===== src/pts_pkg.sv =====
`default_nettype none
// ----------------------------------------------------------------------------
// pts_pkg
// Shared types and constants for the priority task scheduler.
// ----------------------------------------------------------------------------
package pts_pkg;

   localparam int MAX_TASKS = 8;
   localparam int IDX_W     = (MAX_TASKS > 1) ? $clog2(MAX_TASKS) : 1;
   localparam int CNT_W     = $clog2(MAX_TASKS + 1);
   localparam int TGT_W     = (IDX_W > 3) ? IDX_W : 3;

   typedef enum logic [2:0] {
      CMD_CREATE   = 3'd0,
      CMD_DELAY    = 3'd1,
      CMD_SUSPEND  = 3'd2,
      CMD_ACTIVATE = 3'd3,
      CMD_TICK     = 3'd4
   } cmd_type;

   typedef enum logic [1:0] {
      ST_READY     = 2'd0,
      ST_RUNNING   = 2'd1,
      ST_WAITING   = 2'd2,
      ST_SUSPENDED = 2'd3
   } run_state_type;

   typedef enum logic [1:0] {
      S_IDLE,
      S_SCAN,
      S_COMMIT,
      S_DONE
   } fsm_type;

endpackage : pts_pkg
`default_nettype wire


===== src/pts_ifs.sv =====
`default_nettype none
// ----------------------------------------------------------------------------
// pts channel interfaces
// Command channel into the scheduler and result channel out of it.
// ----------------------------------------------------------------------------
interface pts_req_if;
   logic        valid;
   logic        ready;
   logic [2:0]  command;
   logic [6:0]  task_priority;
   logic        start_suspended;
   logic [31:0] delay_ticks;
   logic [2:0]  target_task;

   modport source (
      output valid, command, task_priority, start_suspended, delay_ticks, target_task,
      input  ready
   );
   modport sink (
      input  valid, command, task_priority, start_suspended, delay_ticks, target_task,
      output ready
   );
endinterface : pts_req_if

interface pts_rsp_if;
   logic        valid;
   logic        ready;
   logic [2:0]  running_task;
   logic        switched;
   logic [2:0]  new_handle;
   logic        create_failed;
   logic [31:0] clock_ticks;

   modport source (
      output valid, running_task, switched, new_handle, create_failed, clock_ticks,
      input  ready
   );
   modport sink (
      input  valid, running_task, switched, new_handle, create_failed, clock_ticks,
      output ready
   );
endinterface : pts_rsp_if
`default_nettype wire


===== src/priority_task_scheduler_core.sv =====
`default_nettype none
// ----------------------------------------------------------------------------
// priority_task_scheduler_core
// Fixed-priority preemptive task scheduler: task table, tick countdown and
// highest-priority selection through one sequential pass over the table.
// ----------------------------------------------------------------------------
//  channel   dir  handshake          payload
//  req_chan  in   valid/ready        command, task_priority, start_suspended,
//                                    delay_ticks, target_task
//  rsp_chan  out  valid/ready        running_task, switched, new_handle,
//                                    create_failed, clock_ticks
//
//  create, unknown commands and any command on an empty table: idle, then done
//  delay, suspend, activate, tick: idle, scan, commit, done; the scan is paced by the single
//  table read port, one entry per cycle, countdown and compare shared
//  one item in flight; req ready only while idle, result held in an output
//  register until taken
//  reset (synchronous) empties the table, running task 0, tick count 0
// ----------------------------------------------------------------------------
module priority_task_scheduler_core (
   input  wire logic   clock,
   input  wire logic   reset,
   pts_req_if.sink     req_chan,
   pts_rsp_if.source   rsp_chan
);
   import pts_pkg::*;

   // task table
   logic [6:0]    prio_mem  [MAX_TASKS];
   run_state_type state_mem [MAX_TASKS];
   logic [31:0]   wait_mem  [MAX_TASKS];

   logic [IDX_W-1:0] rd_addr;
   logic [6:0]       rd_prio_ff;
   run_state_type    rd_state_ff;
   logic [31:0]      rd_wait_ff;

   logic             prio_we;
   logic [IDX_W-1:0] prio_wa;
   logic [6:0]       prio_wd;
   logic             state_we;
   logic [IDX_W-1:0] state_wa;
   run_state_type    state_wd;
   logic             wait_we;
   logic [IDX_W-1:0] wait_wa;
   logic [31:0]      wait_wd;

   // control
   fsm_type          state_ff, state_in;
   logic [2:0]       cmd_ff, cmd_in;
   logic [31:0]      ticks_ff, ticks_in;
   logic [2:0]       target_ff, target_in;
   logic [CNT_W-1:0] task_cnt_ff, task_cnt_in;
   logic [IDX_W-1:0] running_ff, running_in;
   logic [31:0]      clock_ff, clock_in;
   logic [CNT_W-1:0] scan_ff, scan_in;
   logic             proc_vld_ff, proc_vld_in;
   logic [IDX_W-1:0] proc_idx_ff, proc_idx_in;
   logic             best_vld_ff, best_vld_in;
   logic [6:0]       best_prio_ff, best_prio_in;
   logic [IDX_W-1:0] best_idx_ff, best_idx_in;
   logic             sw_ff, sw_in;
   logic [2:0]       handle_ff, handle_in;
   logic             failed_ff, failed_in;

   // result register
   logic             rsp_valid_ff, rsp_valid_in;
   logic [2:0]       rsp_run_ff, rsp_run_in;
   logic             rsp_sw_ff, rsp_sw_in;
   logic [2:0]       rsp_handle_ff, rsp_handle_in;
   logic             rsp_failed_ff, rsp_failed_in;
   logic [31:0]      rsp_clock_ff, rsp_clock_in;

   // entry update during the pass
   run_state_type    pr_state;
   logic [31:0]      pr_wait;
   logic             pr_write;
   logic             pr_elig;
   logic [CNT_W-1:0] last_cnt;
   logic [IDX_W-1:0] pick;

   always_ff @(posedge clock) begin
      if (prio_we) begin
         prio_mem[prio_wa] <= prio_wd;
      end
      if (state_we) begin
         state_mem[state_wa] <= state_wd;
      end
      if (wait_we) begin
         wait_mem[wait_wa] <= wait_wd;
      end
      rd_prio_ff  <= prio_mem[rd_addr];
      rd_state_ff <= state_mem[rd_addr];
      rd_wait_ff  <= wait_mem[rd_addr];
   end

   // shared entry unit: applies the command and tick countdown to one entry
   always_comb begin
      pr_state = rd_state_ff;
      pr_wait  = rd_wait_ff;
      pr_write = 1'b0;
      case (cmd_ff)
         CMD_DELAY: begin
            if (proc_idx_ff == running_ff) begin
               pr_state = ST_WAITING;
               pr_wait  = ticks_ff;
               pr_write = 1'b1;
            end
         end
         CMD_SUSPEND: begin
            if (proc_idx_ff == running_ff) begin
               pr_state = ST_SUSPENDED;
               pr_write = 1'b1;
            end
         end
         CMD_ACTIVATE: begin
            if (TGT_W'(target_ff) == TGT_W'(proc_idx_ff)) begin
               pr_state = ST_READY;
               pr_write = 1'b1;
            end
         end
         CMD_TICK: begin
            if (rd_state_ff == ST_WAITING) begin
               pr_write = 1'b1;
               // a count of zero or one runs out on this tick
               if (rd_wait_ff[31:1] == 31'd0) begin
                  pr_state = ST_READY;
                  pr_wait  = 32'd0;
               end else begin
                  pr_wait = rd_wait_ff - 32'd1;
               end
            end
         end
         default: begin
            pr_write = 1'b0;
         end
      endcase
      pr_elig = (pr_state == ST_READY) || (pr_state == ST_RUNNING);
   end

   assign last_cnt = task_cnt_ff - CNT_W'(1);
   assign pick     = best_vld_ff ? best_idx_ff : last_cnt[IDX_W-1:0];

   always_comb begin
      state_in      = state_ff;
      cmd_in        = cmd_ff;
      ticks_in      = ticks_ff;
      target_in     = target_ff;
      task_cnt_in   = task_cnt_ff;
      running_in    = running_ff;
      clock_in      = clock_ff;
      scan_in       = scan_ff;
      proc_vld_in   = proc_vld_ff;
      proc_idx_in   = proc_idx_ff;
      best_vld_in   = best_vld_ff;
      best_prio_in  = best_prio_ff;
      best_idx_in   = best_idx_ff;
      sw_in         = sw_ff;
      handle_in     = handle_ff;
      failed_in     = failed_ff;
      rsp_valid_in  = rsp_valid_ff;
      rsp_run_in    = rsp_run_ff;
      rsp_sw_in     = rsp_sw_ff;
      rsp_handle_in = rsp_handle_ff;
      rsp_failed_in = rsp_failed_ff;
      rsp_clock_in  = rsp_clock_ff;

      rd_addr  = scan_ff[IDX_W-1:0];
      prio_we  = 1'b0;
      prio_wa  = task_cnt_ff[IDX_W-1:0];
      prio_wd  = req_chan.task_priority;
      state_we = 1'b0;
      state_wa = proc_idx_ff;
      state_wd = pr_state;
      wait_we  = 1'b0;
      wait_wa  = proc_idx_ff;
      wait_wd  = pr_wait;

      if (rsp_valid_ff && rsp_chan.ready) begin
         rsp_valid_in = 1'b0;
      end

      case (state_ff)
         S_IDLE: begin
            if (req_chan.valid) begin
               cmd_in      = req_chan.command;
               ticks_in    = req_chan.delay_ticks;
               target_in   = req_chan.target_task;
               sw_in       = 1'b0;
               handle_in   = 3'd0;
               failed_in   = 1'b0;
               scan_in     = '0;
               proc_vld_in = 1'b0;
               best_vld_in = 1'b0;
               state_in    = S_DONE;
               case (req_chan.command)
                  CMD_CREATE: begin
                     if (task_cnt_ff < CNT_W'(MAX_TASKS)) begin
                        prio_we     = 1'b1;
                        state_we    = 1'b1;
                        state_wa    = task_cnt_ff[IDX_W-1:0];
                        state_wd    = req_chan.start_suspended ? ST_SUSPENDED : ST_READY;
                        wait_we     = 1'b1;
                        wait_wa     = task_cnt_ff[IDX_W-1:0];
                        wait_wd     = 32'd0;
                        handle_in   = 3'(task_cnt_ff);
                        task_cnt_in = task_cnt_ff + CNT_W'(1);
                     end else begin
                        failed_in = 1'b1;
                     end
                  end
                  CMD_DELAY, CMD_SUSPEND, CMD_ACTIVATE, CMD_TICK: begin
                     if (req_chan.command == CMD_TICK) begin
                        clock_in = clock_ff + 32'd1;
                     end
                     if (task_cnt_ff != '0) begin
                        state_in = S_SCAN;
                     end
                  end
                  default: begin
                     state_in = S_DONE;
                  end
               endcase
            end
         end
         S_SCAN: begin
            // read issue runs one entry ahead of the update
            if (scan_ff < task_cnt_ff) begin
               proc_vld_in = 1'b1;
               proc_idx_in = scan_ff[IDX_W-1:0];
               scan_in     = scan_ff + CNT_W'(1);
            end else begin
               proc_vld_in = 1'b0;
            end
            if (proc_vld_ff) begin
               state_we = pr_write;
               wait_we  = pr_write;
               // strictly greater keeps the lowest index on a tie
               if (pr_elig && (!best_vld_ff || (rd_prio_ff > best_prio_ff))) begin
                  best_vld_in  = 1'b1;
                  best_prio_in = rd_prio_ff;
                  best_idx_in  = proc_idx_ff;
               end
            end else if (scan_ff == task_cnt_ff) begin
               state_in = S_COMMIT;
            end
         end
         S_COMMIT: begin
            if (pick != running_ff) begin
               running_in = pick;
               state_we   = 1'b1;
               state_wa   = pick;
               state_wd   = ST_RUNNING;
               sw_in      = 1'b1;
            end
            state_in = S_DONE;
         end
         S_DONE: begin
            if (!rsp_valid_ff || rsp_chan.ready) begin
               rsp_valid_in  = 1'b1;
               rsp_run_in    = 3'(running_ff);
               rsp_sw_in     = sw_ff;
               rsp_handle_in = handle_ff;
               rsp_failed_in = failed_ff;
               rsp_clock_in  = clock_ff;
               state_in      = S_IDLE;
            end
         end
         default: begin
            state_in = S_IDLE;
         end
      endcase
   end

   always_ff @(posedge clock) begin
      if (reset) begin
         state_ff     <= S_IDLE;
         task_cnt_ff  <= '0;
         running_ff   <= '0;
         clock_ff     <= 32'd0;
         proc_vld_ff  <= 1'b0;
         rsp_valid_ff <= 1'b0;
      end else begin
         state_ff     <= state_in;
         task_cnt_ff  <= task_cnt_in;
         running_ff   <= running_in;
         clock_ff     <= clock_in;
         proc_vld_ff  <= proc_vld_in;
         rsp_valid_ff <= rsp_valid_in;
      end
   end

   always_ff @(posedge clock) begin
      cmd_ff        <= cmd_in;
      ticks_ff      <= ticks_in;
      target_ff     <= target_in;
      scan_ff       <= scan_in;
      proc_idx_ff   <= proc_idx_in;
      best_vld_ff   <= best_vld_in;
      best_prio_ff  <= best_prio_in;
      best_idx_ff   <= best_idx_in;
      sw_ff         <= sw_in;
      handle_ff     <= handle_in;
      failed_ff     <= failed_in;
      rsp_run_ff    <= rsp_run_in;
      rsp_sw_ff     <= rsp_sw_in;
      rsp_handle_ff <= rsp_handle_in;
      rsp_failed_ff <= rsp_failed_in;
      rsp_clock_ff  <= rsp_clock_in;
   end

   assign req_chan.ready         = (state_ff == S_IDLE);
   assign rsp_chan.valid         = rsp_valid_ff;
   assign rsp_chan.running_task  = rsp_run_ff;
   assign rsp_chan.switched      = rsp_sw_ff;
   assign rsp_chan.new_handle    = rsp_handle_ff;
   assign rsp_chan.create_failed = rsp_failed_ff;
   assign rsp_chan.clock_ticks   = rsp_clock_ff;

`ifndef SYNTH
   // while the table is not empty, the running task lies inside its filled part
   a_running_in_table: assert property (@(posedge clock) disable iff (reset)
      (task_cnt_ff != '0) |-> (running_ff < task_cnt_ff))
      else $error("running task outside task table");

   a_table_bound: assert property (@(posedge clock) disable iff (reset)
      task_cnt_ff <= CNT_W'(MAX_TASKS))
      else $error("task count beyond table size");

   // entry updates only happen inside a pass
   a_proc_in_scan: assert property (@(posedge clock) disable iff (reset)
      proc_vld_ff |-> (state_ff == S_SCAN))
      else $error("entry update outside the table pass");

   // the task count moves only on an accepted create
   a_count_on_create: assert property (@(posedge clock) disable iff (reset)
      (task_cnt_ff != $past(task_cnt_ff)) |->
         ($past(state_ff) == S_IDLE && $past(req_chan.valid)
          && $past(req_chan.command) == CMD_CREATE))
      else $error("task count changed without a create transfer");
`endif

endmodule : priority_task_scheduler_core
`default_nettype wire

===== src/flat_wrapper.sv =====
// flat-port wrapper written by rule: the top's interface ports become plain ports
module priority_task_scheduler_core_flat import pts_pkg::*;
  (clock, reset, req_chan_valid, req_chan_command, req_chan_task_priority, req_chan_start_suspended, req_chan_delay_ticks, req_chan_target_task, req_chan_ready, rsp_chan_valid, rsp_chan_running_task, rsp_chan_switched, rsp_chan_new_handle, rsp_chan_create_failed, rsp_chan_clock_ticks, rsp_chan_ready);
  pts_req_if req_chan_i ();
  pts_rsp_if rsp_chan_i ();
  input  wire logic clock;
  input  wire logic reset;
  input wire logic [$bits(req_chan_i.valid)-1:0] req_chan_valid;
  input wire logic [$bits(req_chan_i.command)-1:0] req_chan_command;
  input wire logic [$bits(req_chan_i.task_priority)-1:0] req_chan_task_priority;
  input wire logic [$bits(req_chan_i.start_suspended)-1:0] req_chan_start_suspended;
  input wire logic [$bits(req_chan_i.delay_ticks)-1:0] req_chan_delay_ticks;
  input wire logic [$bits(req_chan_i.target_task)-1:0] req_chan_target_task;
  output wire logic [$bits(req_chan_i.ready)-1:0] req_chan_ready;
  output wire logic [$bits(rsp_chan_i.valid)-1:0] rsp_chan_valid;
  output wire logic [$bits(rsp_chan_i.running_task)-1:0] rsp_chan_running_task;
  output wire logic [$bits(rsp_chan_i.switched)-1:0] rsp_chan_switched;
  output wire logic [$bits(rsp_chan_i.new_handle)-1:0] rsp_chan_new_handle;
  output wire logic [$bits(rsp_chan_i.create_failed)-1:0] rsp_chan_create_failed;
  output wire logic [$bits(rsp_chan_i.clock_ticks)-1:0] rsp_chan_clock_ticks;
  input wire logic [$bits(rsp_chan_i.ready)-1:0] rsp_chan_ready;
  assign req_chan_i.valid = req_chan_valid;
  assign req_chan_i.command = req_chan_command;
  assign req_chan_i.task_priority = req_chan_task_priority;
  assign req_chan_i.start_suspended = req_chan_start_suspended;
  assign req_chan_i.delay_ticks = req_chan_delay_ticks;
  assign req_chan_i.target_task = req_chan_target_task;
  assign req_chan_ready = req_chan_i.ready;
  assign rsp_chan_valid = rsp_chan_i.valid;
  assign rsp_chan_running_task = rsp_chan_i.running_task;
  assign rsp_chan_switched = rsp_chan_i.switched;
  assign rsp_chan_new_handle = rsp_chan_i.new_handle;
  assign rsp_chan_create_failed = rsp_chan_i.create_failed;
  assign rsp_chan_clock_ticks = rsp_chan_i.clock_ticks;
  assign rsp_chan_i.ready = rsp_chan_ready;
  priority_task_scheduler_core u_core (.clock(clock), .reset(reset), .req_chan(req_chan_i), .rsp_chan(rsp_chan_i));
endmodule

===== config.mk =====
export PLATFORM = sky130hd
export DESIGN_NAME = priority_task_scheduler_core_flat
export DESIGN_NICKNAME = d
export VERILOG_FILES = /design/src/pts_pkg.sv /design/src/pts_ifs.sv /design/src/priority_task_scheduler_core.sv /design/src/flat_wrapper.sv
export SDC_FILE = /design/constraint.sdc
export NUM_CORES = 1
export LEC_CHECK = 0
export BUFFER_PORTS_ARGS = -buffer_cell sky130_fd_sc_hd__buf_4
export CAP_MARGIN = 0
export CORE_MARGIN = 4
export CORE_UTILIZATION = 55
export DETAILED_ROUTE_END_ITERATION = 8
export PLACE_DENSITY = 0.85
export SLEW_MARGIN = 30
export SYNTH_ARGS = -nofsm -noshare
export SYNTH_HDL_FRONTEND = slang
export SYNTH_SLANG_ARGS = --single-unit

===== constraint.sdc =====
create_clock -name clock -period 4.8 [get_ports clock]
set_clock_uncertainty 0.15 [all_clocks]
set_input_delay 0.96 -clock clock [delete_from_list [all_inputs] [get_ports clock]]
set_output_delay 0.96 -clock clock [all_outputs]
set_load 0.005 [all_outputs]

==> metrics.txt, run 1 <==
status complete, no violations; initial antenna violation count 0; Clock power frac between 20 and 30%; worst flop-to-flop path endpoint u_core.state_mem[4][0]; Critical Path AT just under 4 ns; largest cells by area after synthesis edfxtp_1 63%, mux4_2 9.0%, dfxtp_1 8.2%, mux2_2 2.2%, xor2_1 2.0%; area leader, netlist edfxtp_1; Layout area overhead 14.6%; Avg Inst Size Synth roughly 16 um^2; Reg2Reg Setup Slack 0.96 ns; final layout net count between 1000 and 1500; remaining global-route overflow 0; FMAX around 260 MHz; CTS Sinks 513; most frequent cells in the layout 429 x edfxtp_1, 106 x buf_4, 97 x nand2_1, 84 x dfxtp_1, 82 x mux4_2; DRT iter0 DRCs around 1300; Hold Crit Class flip-flop to flip-flop; sw power roughly 0.0038 W; row cnt 70; Peak VDD IR between 0.4 and 0.5 mV; CTS Hold Bufs 0; FFs w/ async S/R, synth 0%; cells on worst reg2reg path 8; Post-synth EDFFs ~430; endpoints failing setup 0; GRT Total Usage between 20 and 25%; clk_lat worst skew just under 0.6 ns; CTS root buf clkbuf_16; Via Count between 10000 and 15000; CTS tree done; register area share after synthesis a little over two thirds; final WL 43.6 mm; Ys Warns 0; Leak 7.88 nW; Port-buffer cells ~90; pin count of the biggest net entering global routing 87; kind of critical path flip-flop to flip-flop; final critical-path required period 3.84 ns; Ports 92; slew margin rel. 42.1%; Gate Count Post-Synth between 1000 and 1500; DIE WIDTH between 200 and 250 um; Post-CTS Resized 0; ANT cells 0; first-pass GRT wire length a little under 70 mm; Post-CTS Setup Bufs 0; Mapped Area around 20000 um^2; Combinational Power Share between 20% and 30%; share of cells above drive strength 1 23.8%; worst-path maximum fanout 38; most common cell after layout, fill and taps aside edfxtp_1; Die Area about 41000 um^2; share of the core filled with cells between 60 and 70%; RSZ-0062 raised after global routing no; Die Span Y roughly 200 um; Final Instance Count excl. Fillers approximately 1900; post-DR wirelength/cell between 20 and 25 um; Reg power frac around 46%; gpl congestion approximately 0.93; maximum root-to-sink buffer count 3; cts bufs inserted 49; H-Tree Depth 2; syn nets approximately 1400; Sw Share 28.8%; final hold viol count 0; post-synth cell types approximately 60; Starting Density between 50% and 60%; Final ANT Viol Nets 0; TNS Setup 0 ns; crit start category flip-flop; vias per inst between 6 and 7; P_int 0.00947 W; max_cap viols 0; vias in the first global route roughly 12000; pre-CTS setup slack ~0.86 ns; dpl cells around 1800; Critical Path End u_core.state_mem[4][0]; DRC 0; Final Cell Area about 24000 um^2; Slew Limit Fails 0; Core ar. ~37000 um^2; DP HPWL around 27 mm; clk slew on worst S/H paths ~0.060 ns; Critical R2R Launch u_core.state_ff[1]; slew at the pin closest to its max-slew limit ~0.86 ns; Crit path required time 4.86 ns; Final WS setup slightly below 1 ns; type of destination of the critical path flip-flop; synthesis-stage register bit count between 500 and 600; CP startpoint u_core.state_ff[1]; Pre-Repair DR Iteration Count 5; Tcrit/Tclk final between 70% and 80%; cell area after placement roughly 22000 um^2; ys flop type edfxtp_1; PwrDens roughly 560 nW/um^2; share of the synthesized area in the top cell type 62.5%
-- worst min-delay path by stage --
stage / start / endpoint / slack [ns] / cells past startpoint
final: u_core.handle_ff[0] / u_core.rsp_chan.new_handle[0] / 0.27 / 0
after detailed placement: u_core.handle_ff[0] / u_core.rsp_chan.new_handle[0] / 0.25 / 0
after floorplan: u_core.failed_ff / u_core.rsp_chan.create_failed / 0.25 / 0
after CTS: u_core.handle_ff[0] / u_core.rsp_chan.new_handle[0] / 0.27 / 0
after global placement: u_core.handle_ff[2] / u_core.rsp_chan.new_handle[2] / 0.25 / 0
after global routing: u_core.failed_ff / u_core.rsp_chan.create_failed / 0.29 / 0
-- state kept, by name, summed over array words and instances, names as in the netlist, 2 cells and up --
register	flops
u_core.ticks_ff	32
u_core.rsp_chan.clock_ticks	32
u_core.rsp_chan.new_handle	3
u_core.handle_ff	3
u_core.proc_idx_ff	3
u_core.state_ff	2
u_core.scan_ff	4
u_core.running_ff	3
u_core.task_cnt_ff	4
u_core.target_ff	3
u_core.rd_state_ff	2
u_core.clock_ff	32
u_core.rd_prio_ff	7
u_core.wait_mem	256
u_core.cmd_ff	3
u_core.prio_mem	56
u_core.rd_wait_ff	32
u_core.state_mem	16
u_core.rsp_chan.running_task	3
u_core.best_idx_ff	3
u_core.best_prio_ff	7
-- routing by layer --
metal	vias to the layer above	share of wire (%)	global-route usage, %	wire length (um)
li1	5191	-	-	-
met1	5932	38	28.1	16600
met2	569	51	36.5	22400
met3	95	7.6	3.34	3320
met4	0	3.0	8.15	1300
met5	-	0	0	0
-- worst max-delay path, cell delays in order (launching register included) --
cell,delay (ns)
dfxtp_1,0.34
inv_1,0.10
ha_1,0.45
and2_2,0.40
and2_2,0.29
buf_4,0.43
o21ai_0,0.20
or4_4,0.57
nor4_1,0.54
-- Yosys cell counts (all sizes together), types with 6 or more instances --
cell      n
nand3    52
o21ai    21
nor2b     8
xor2     48
a21oi    26
nand2b   10
nand4    13
and3      6
and2     14
inv      26
nor2     77
clkbuf   42
nor4     28
nand2    97
xnor2    19
buf      15
nor3     31
a31oi    33
dfxtp    84
edfxtp  429
ha       20
mux4     82
mux2     41
or3      12
-- power by group through the flow --
| stage | Clock, W | Combinational [W] | Sequential, W |
|---|---|---|---|
| 2_1_floorplan | 0 | 0.00242 | 0.00605 |
| 3_3_place_gp | 0 | 0.00307 | 0.00617 |
| 3_5_place_dp | 0 | 0.00323 | 0.00619 |
| 4_1_cts | 0.00396 | 0.00327 | 0.00610 |
| 5_1_grt | 0.00415 | 0.00357 | 0.00615 |
| 6_report | 0.00392 | 0.00327 | 0.00612 |
-- area by class of cell --
class / instances / area [um^2]
Clock buffer: 70 / 1410
Fill cell: 2464 / 13200
Sequential cell: 513 / 14600
Tap cell: 468 / 586
Timing Repair Buffer: 112 / 923
Inverter: 26 / 97.6
Multi-Input combinational cell: 685 / 5790
Clock inverter: 21 / 235
-- per-stage QoR --
step	power, W	hold slack [ns]
floorplan	0.00847	0.250
global placement	0.00924	0.255
detailed placement	0.00941	0.255
CTS	0.0133	0.269
global route	0.0139	0.286
finish	0.0133	0.272
-- cell families after synthesis --
| group | after synthesis | synth area share, % |
|---|---|---|
| flip-flops | 513 | 70.7 |
| buffers and inverters | 83 | 1.65 |
| XOR/XNOR | 67 | 2.89 |
| adder cells (fa/ha/maj) | 20 | 1.21 |
| AND/OR/NAND/NOR | 363 | 8.81 |
| AO/OA/AOI/OAI | 108 | 3.35 |
| multiplexers | 127 | 11.4 |
Note: power is estimated with default switching activity, not from simulation.
==> run 2, diff against run 1 <==
- ABC_AREA: not set -> 1
- PLACE_DENSITY: 0.85 -> 0.82
- clock period: 4.8 -> 3.7 ns (I/O delays scaled with it)
==> metrics.txt, run 2 <==
maximum root-to-sink buffer count 3; portion of netlist area occupied by mux cells 0%; slew at the pin closest to its max-slew limit roughly 0.96 ns; CTS Hold Bufs 0; worst-path maximum fanout 8; Mapped Area approximately 21000 um^2; ys flop type edfxtp_1; clk_lat worst skew 0.59 ns; slew margin rel. 36.3%; Compound-Gate Fraction of Synth Area 10.6%; Design Power 0.0180 W; Routed met2 length 23.7 mm; status complete, no violations; RSZ-0062 raised after global routing no; endpoints failing setup 0; combinational family with the most area after synthesis simple AND/OR/NAND/NOR gates; DIE WIDTH ~200 um; gpl congestion roughly 0.95; cts bufs inserted 50; wl on met1 just under 20 mm; Gate Count Post-Synth approximately 1900; ANT cells 0; Crit path required time approximately 3.8 ns; post-synth cell types 47; crit start category flip-flop; Avg Inst Size Synth between 10 and 15 um^2; Die Span Y approximately 200 um; largest registers u_core.wait_mem x256, u_core.prio_mem x56; final critical-path required period ~3 ns; remaining global-route overflow 0; Reg2Reg Setup Slack approximately 0.61 ns; PwrDens around 740 nW/um^2; CTS root buf clkbuf_16; share of cells above drive strength 1 11.3%; Port-buffer cells 91; register area share after synthesis 68.3%; syn nets just over 2000; CP bufs+invs 2; Ys Warns 0; Critical Path AT around 3.2 ns; kind of critical path flip-flop to flip-flop; pin count of the biggest net entering global routing 169; simple-gate portion of the synthesized area about 15%; Slew Limit Fails 0; final hold viol count 0; Layout area overhead 14.1%; Final ANT Viol Nets 0; CTS tree done; Tcrit/Tclk final 83.4%; DP HPWL 30.3 mm; synthesis-stage register bit count about 500; Final Cell Area between 20000 and 25000 um^2; max reg flops ~260; Crit path largest cell delay about 0.68 ns; GRT Total Usage between 20% and 30%; area leader, netlist edfxtp_1; most common cell after layout, fill and taps aside edfxtp_1; CTS Sinks 513; Crit-path slowest cell o21ai_0; post-DR wirelength/cell between 15 and 20 um; first-pass GRT wire length 77.0 mm; Ports a little over 90; cell area after placement between 20000 and 25000 um^2; share of the core filled with cells between 60 and 70%; Stages on worst setup path 11; clk slew on worst S/H paths roughly 0.060 ns; Critical Path End u_core.state_mem[0][1]; FMAX 324 MHz; Starting Density between 50% and 60%; worst flop-to-flop path endpoint u_core.state_mem[0][1]; Peak VDD IR between 0.4 and 0.5 mV; final WL around 50 mm; vias in the first global route roughly 15000; Via Count approximately 15000; Synth Area in XOR/XNOR 1.23%; row cnt 71; FFs w/ async S/R, synth 0%; sequence of cells on the critical path inv_1 > ha_1 > inv_1 > nand2_1 > nand3_1 > nand2_1 > nor2_1 > nand3_2 > nor2_1 > nor3_1 > o21ai_0; Post-CTS Resized 0; H-Tree Depth 2; max_cap viols 0; cells on worst reg2reg path 11; Pre-Repair DR Iteration Count 7; Core ar. 37900 um^2; Post-CTS Setup Bufs 0; Top Layer Used met4; CP startpoint u_core.task_cnt_ff[0]; Hold Crit Class input port to flip-flop; type of destination of the critical path flip-flop; Most flops, register u_core.wait_mem; delay-heaviest family, CP simple AND/OR/NAND/NOR gates; Final WS setup between 0.6 and 0.7 ns; share of the synthesized area in the top cell type approximately three fifths; final layout net count between 2000 and 2500; initial antenna violation count 0; vias per inst just under 6; Leak 8.67 nW; top cells by count, synth 430 x nor2_1, 429 x edfxtp_1, 207 x o21ai_0, 205 x nand2_1, 121 x inv_1; Synth Area in Adders about 1.2%; most frequent cells in the layout 429 x edfxtp_1, 422 x nor2_1, 207 x o21ai_0, 205 x nand2_1, 120 x inv_1; Die Area 42000 um^2; pre-CTS setup slack around 0.42 ns; DRC 0; Critical R2R Launch u_core.task_cnt_ff[0]; DRT iter0 DRCs ~1900; Met3 Wirelength roughly 4.5 mm; largest cells by area after synthesis edfxtp_1 60%, dfxtp_1 7.9%, nor2_1 7.6%, o21ai_0 4.9%, nand2_1 3.6%; Post-synth EDFFs 429; top-count cell post-synth nor2_1
run 2: cell count changes in the layout (fill, tap and decap cells not counted), moves of 15 or more:
cell,previous run,this run
inv_1,26,120
nor2_1,68,422
a22oi_1,2,21
xor2_1,47,12
mux2_2,41,0
mux4_2,82,0
o22ai_1,1,42
o21ai_0,21,207
nor4_1,24,1
nand2_1,97,205
a21oi_1,24,68
a31oi_1,33,48
run 2: logic make-up after synthesis:
family,count (synthesis)
and+or+nand+nor,761
DFF,513
AOI/OAI and AO/OA,409
buffers and inverters,210
xor gates and xnor gates,30
adders and majority gates,20
run 2: worst min-delay path by stage:
stage,start,endpoint,cells after the start
floorplan,u_core.failed_ff,u_core.rsp_chan.create_failed,0
global placement,u_core.handle_ff[1],u_core.rsp_chan.new_handle[1],0
detailed placement,u_core.failed_ff,u_core.rsp_chan.create_failed,0
CTS,req_chan_delay_ticks[0],u_core.ticks_ff[0],1
global route,req_chan_delay_ticks[0],u_core.ticks_ff[0],1
finish,req_chan_delay_ticks[14],u_core.ticks_ff[14],1
run 2: layout make-up:
type                       instances  area (um^2)
clock inverter                    21          216
timing repair buffer             124         1020
tap                              511          639
fill                            2728        13600
clock buffer                      72         1410
sequential                       513        14600
multi-input combinational       1220         6020
inverter                         129          489
run 2: metal layers:
| metal | global-route usage, % | vias to the layer above |
|---|---|---|
| met1 | 30.6 | 7127 |
| met2 | 37.9 | 734 |
| met3 | 5.14 | 128 |
| li1 | - | 7018 |
| met5 | 0 | - |
| met4 | 8.71 | 0 |
run 2: through the flow:
step | std cells | hold slack, ns | setup TNS [ns]
floorplan | 1943 | 0.250 | -7.10
detailed placement | 2497 | 0.260 | 0
finish | 2590 | 0.179 | 0
global placement | 2497 | 0.258 | 0
global route | 2590 | 0.156 | 0
CTS | 2590 | 0.151 | 0
run 2: power breakdown:
part           total [W]  switching [W]  internal (W)
Clock            0.00502        0.00209       0.00293
Sequential       0.00799       0.000499       0.00749
Combinational    0.00499        0.00346       0.00153
==> run 3, diff against run 2 <==
- PLACE_DENSITY: 0.82 -> 0.85
- clock period: 3.7 -> 2.67 ns (I/O delays scaled with it)
==> metrics.txt, run 3 (synthesized netlist as in run 2, its figures left out) <==
DRC 0; clk slew on worst S/H paths 0.06 ns; delay-heaviest family, CP compound AO/OA/AOI/OAI gates; largest registers u_core.wait_mem x256, u_core.prio_mem x56; FMAX between 300 and 400 MHz; CTS root buf clkbuf_16; worst flop-to-flop path endpoint u_core.wait_mem[0][30]; CP bufs+invs 2; row cnt 71; share of cells above drive strength 1 17.5%; ANT cells 0; remaining global-route overflow 0; Final Instance Count excl. Fillers between 2000 and 3000; PwrDens about 1000 nW/um^2; DP HPWL 35.1 mm; worst-path maximum fanout 8; Die Area between 40000 and 50000 um^2; Via Count ~16000; gpl congestion between 0.9 and 1; Design Power between 0.02 and 0.03 W; Most flops, register u_core.wait_mem; Reg2Reg Setup Slack 0.04 ns; max_cap viols 0; Die Span Y 205 um; dpl cells between 2000 and 3000; Core ar. roughly 38000 um^2; endpoints failing setup 0; sequence of cells on the critical path xnor2_1 > buf_4 > nand3_1 > nand2_1 > buf_4 > o21ai_0 > a21oi_1 > a21oi_1; DRT iter0 DRCs approximately 1900; final hold viol count 0; clk_lat worst skew 0.59 ns; fillers 2470; Min Hold Slack 0.0308 ns; Port-buffer cells slightly above 90; vias per inst just under 6; area of the multi-input gates 6240 um^2; Layout area overhead 21.2%; Crit-path slowest cell a21oi_1; Tcrit/Tclk final between 90% and 100%; CTS Sinks between 500 and 600; crit start category flip-flop; pin count of the biggest net entering global routing roughly 170; Pre-Repair DR Iteration Count 6; Hold Path Depth 1; post-DR wirelength/cell 20.9 um; final layout net count about 2200; Slew Limit Fails 0; maximum root-to-sink buffer count 3; Final WS setup approximately 0.045 ns; Peak VDD IR 0.812 mV; Reg area roughly 15000 um^2; type of destination of the critical path flip-flop; Hold Crit Class input port to flip-flop; pre-CTS setup slack between 0.009 and 0.01 ns; Starting Density between 50% and 60%; status complete, no violations; Ports 92; cells on worst reg2reg path 8; Critical Path AT between 2 and 3 ns; final critical-path required period 2.63 ns; Crit path largest cell delay 0.63 ns; worst-case hold path end point u_core.prio_mem[0][2]; most common cell after layout, fill and taps aside edfxtp_1; first-pass GRT wire length 87.3 mm; most frequent cells in the layout 429 x edfxtp_1, 412 x nor2_1, 206 x o21ai_0, 196 x nand2_1, 191 x buf_4; slew margin rel. 49.2%; vias in the first global route ~16000; Worst Hold Launch req_chan_task_priority[2]; final WL 56.7 mm; cts bufs inserted 50; max reg flops between 200 and 300; Final ANT Viol Nets 0; slew at the pin closest to its max-slew limit between 0.7 and 0.8 ns; Stages on worst setup path 8; Critical R2R Launch u_core.proc_idx_ff[1]; Leak 9.39 nW; DIE WIDTH 205 um; CTS tree done; GRT Total Usage a little over a quarter; Crit path required time ~2.8 ns; initial antenna violation count 0; kind of critical path flip-flop to flip-flop; H-Tree Depth 2
[run 3: cell count changes in the layout (fill, tap and decap cells not counted), sizes merged]
cell	change
inv	-1
bufinv	+1
dlygate4sd3	+37
clkinv	+8
buf	+88
clkbuf	-6
[run 3: worst max-delay path by stage]
stage	startpoint	to
2_1_floorplan	req_chan_command[1]	u_core.wait_mem[4][0]
3_3_place_gp	u_core.task_cnt_ff[0]	u_core.state_mem[7][0]
3_5_place_dp	u_core.task_cnt_ff[0]	u_core.state_mem[4][0]
4_1_cts	u_core.task_cnt_ff[0]	u_core.state_mem[7][0]
5_1_grt	u_core.task_cnt_ff[1]	u_core.state_mem[5][1]
6_report	u_core.proc_idx_ff[1]	u_core.wait_mem[0][30]
[run 3: timing repair]
item                                   in CTS  in global routing
gates cloned                                0                  3
setup endpoints to repair                   8                410
endpoints found under the hold margin      37                  0
hold buffers                               37                  0
buffers inserted                            0                  4
pin swaps                                   0                  7
resized for setup                           1                 56
[run 3: final cells by class]
| cell class | count | share of cell area [%] |
|---|---|---|
| Multi-Input combinational cell | 1220 | 24.1 |
| Tap cell | 511 | 2.47 |
| Inverter | 129 | 1.90 |
| Sequential cell | 513 | 56.3 |
| Clock inverter | 29 | 1.20 |
| Clock buffer | 64 | 5.20 |
| Timing Repair Buffer | 251 | 8.76 |
[run 3: routing by layer]
| layer | track usage [%] | part of all wire, % |
|---|---|---|
| met2 | 44.1 | 48 |
| met5 | 0 | 0 |
| met3 | 4.56 | 10 |
| met4 | 9.67 | 4.0 |
| met1 | 35.1 | 38 |
[run 3: metrics by stage]
| stage | setup TNS [ns] | cell area [um^2] | util (%) |
|---|---|---|---|
| 3_5_place_dp | 0 | 23500 | 62.0 |
| 4_1_cts | 0 | 25500 | 67.3 |
| 3_3_place_gp | 0 | 23500 | 62.0 |
| 5_1_grt | -0.00817 | 25900 | 68.2 |
| 2_1_floorplan | -42.83 | 21400 | - |
| 6_report | 0 | 25900 | 68.2 |
[run 3: power by group]
group / total, W / switching, W / internal (W)
Combinational: 0.00843 / 0.00564 / 0.00279
Clock: 0.00713 / 0.00306 / 0.00407
Sequential: 0.0110 / 0.000587 / 0.0104
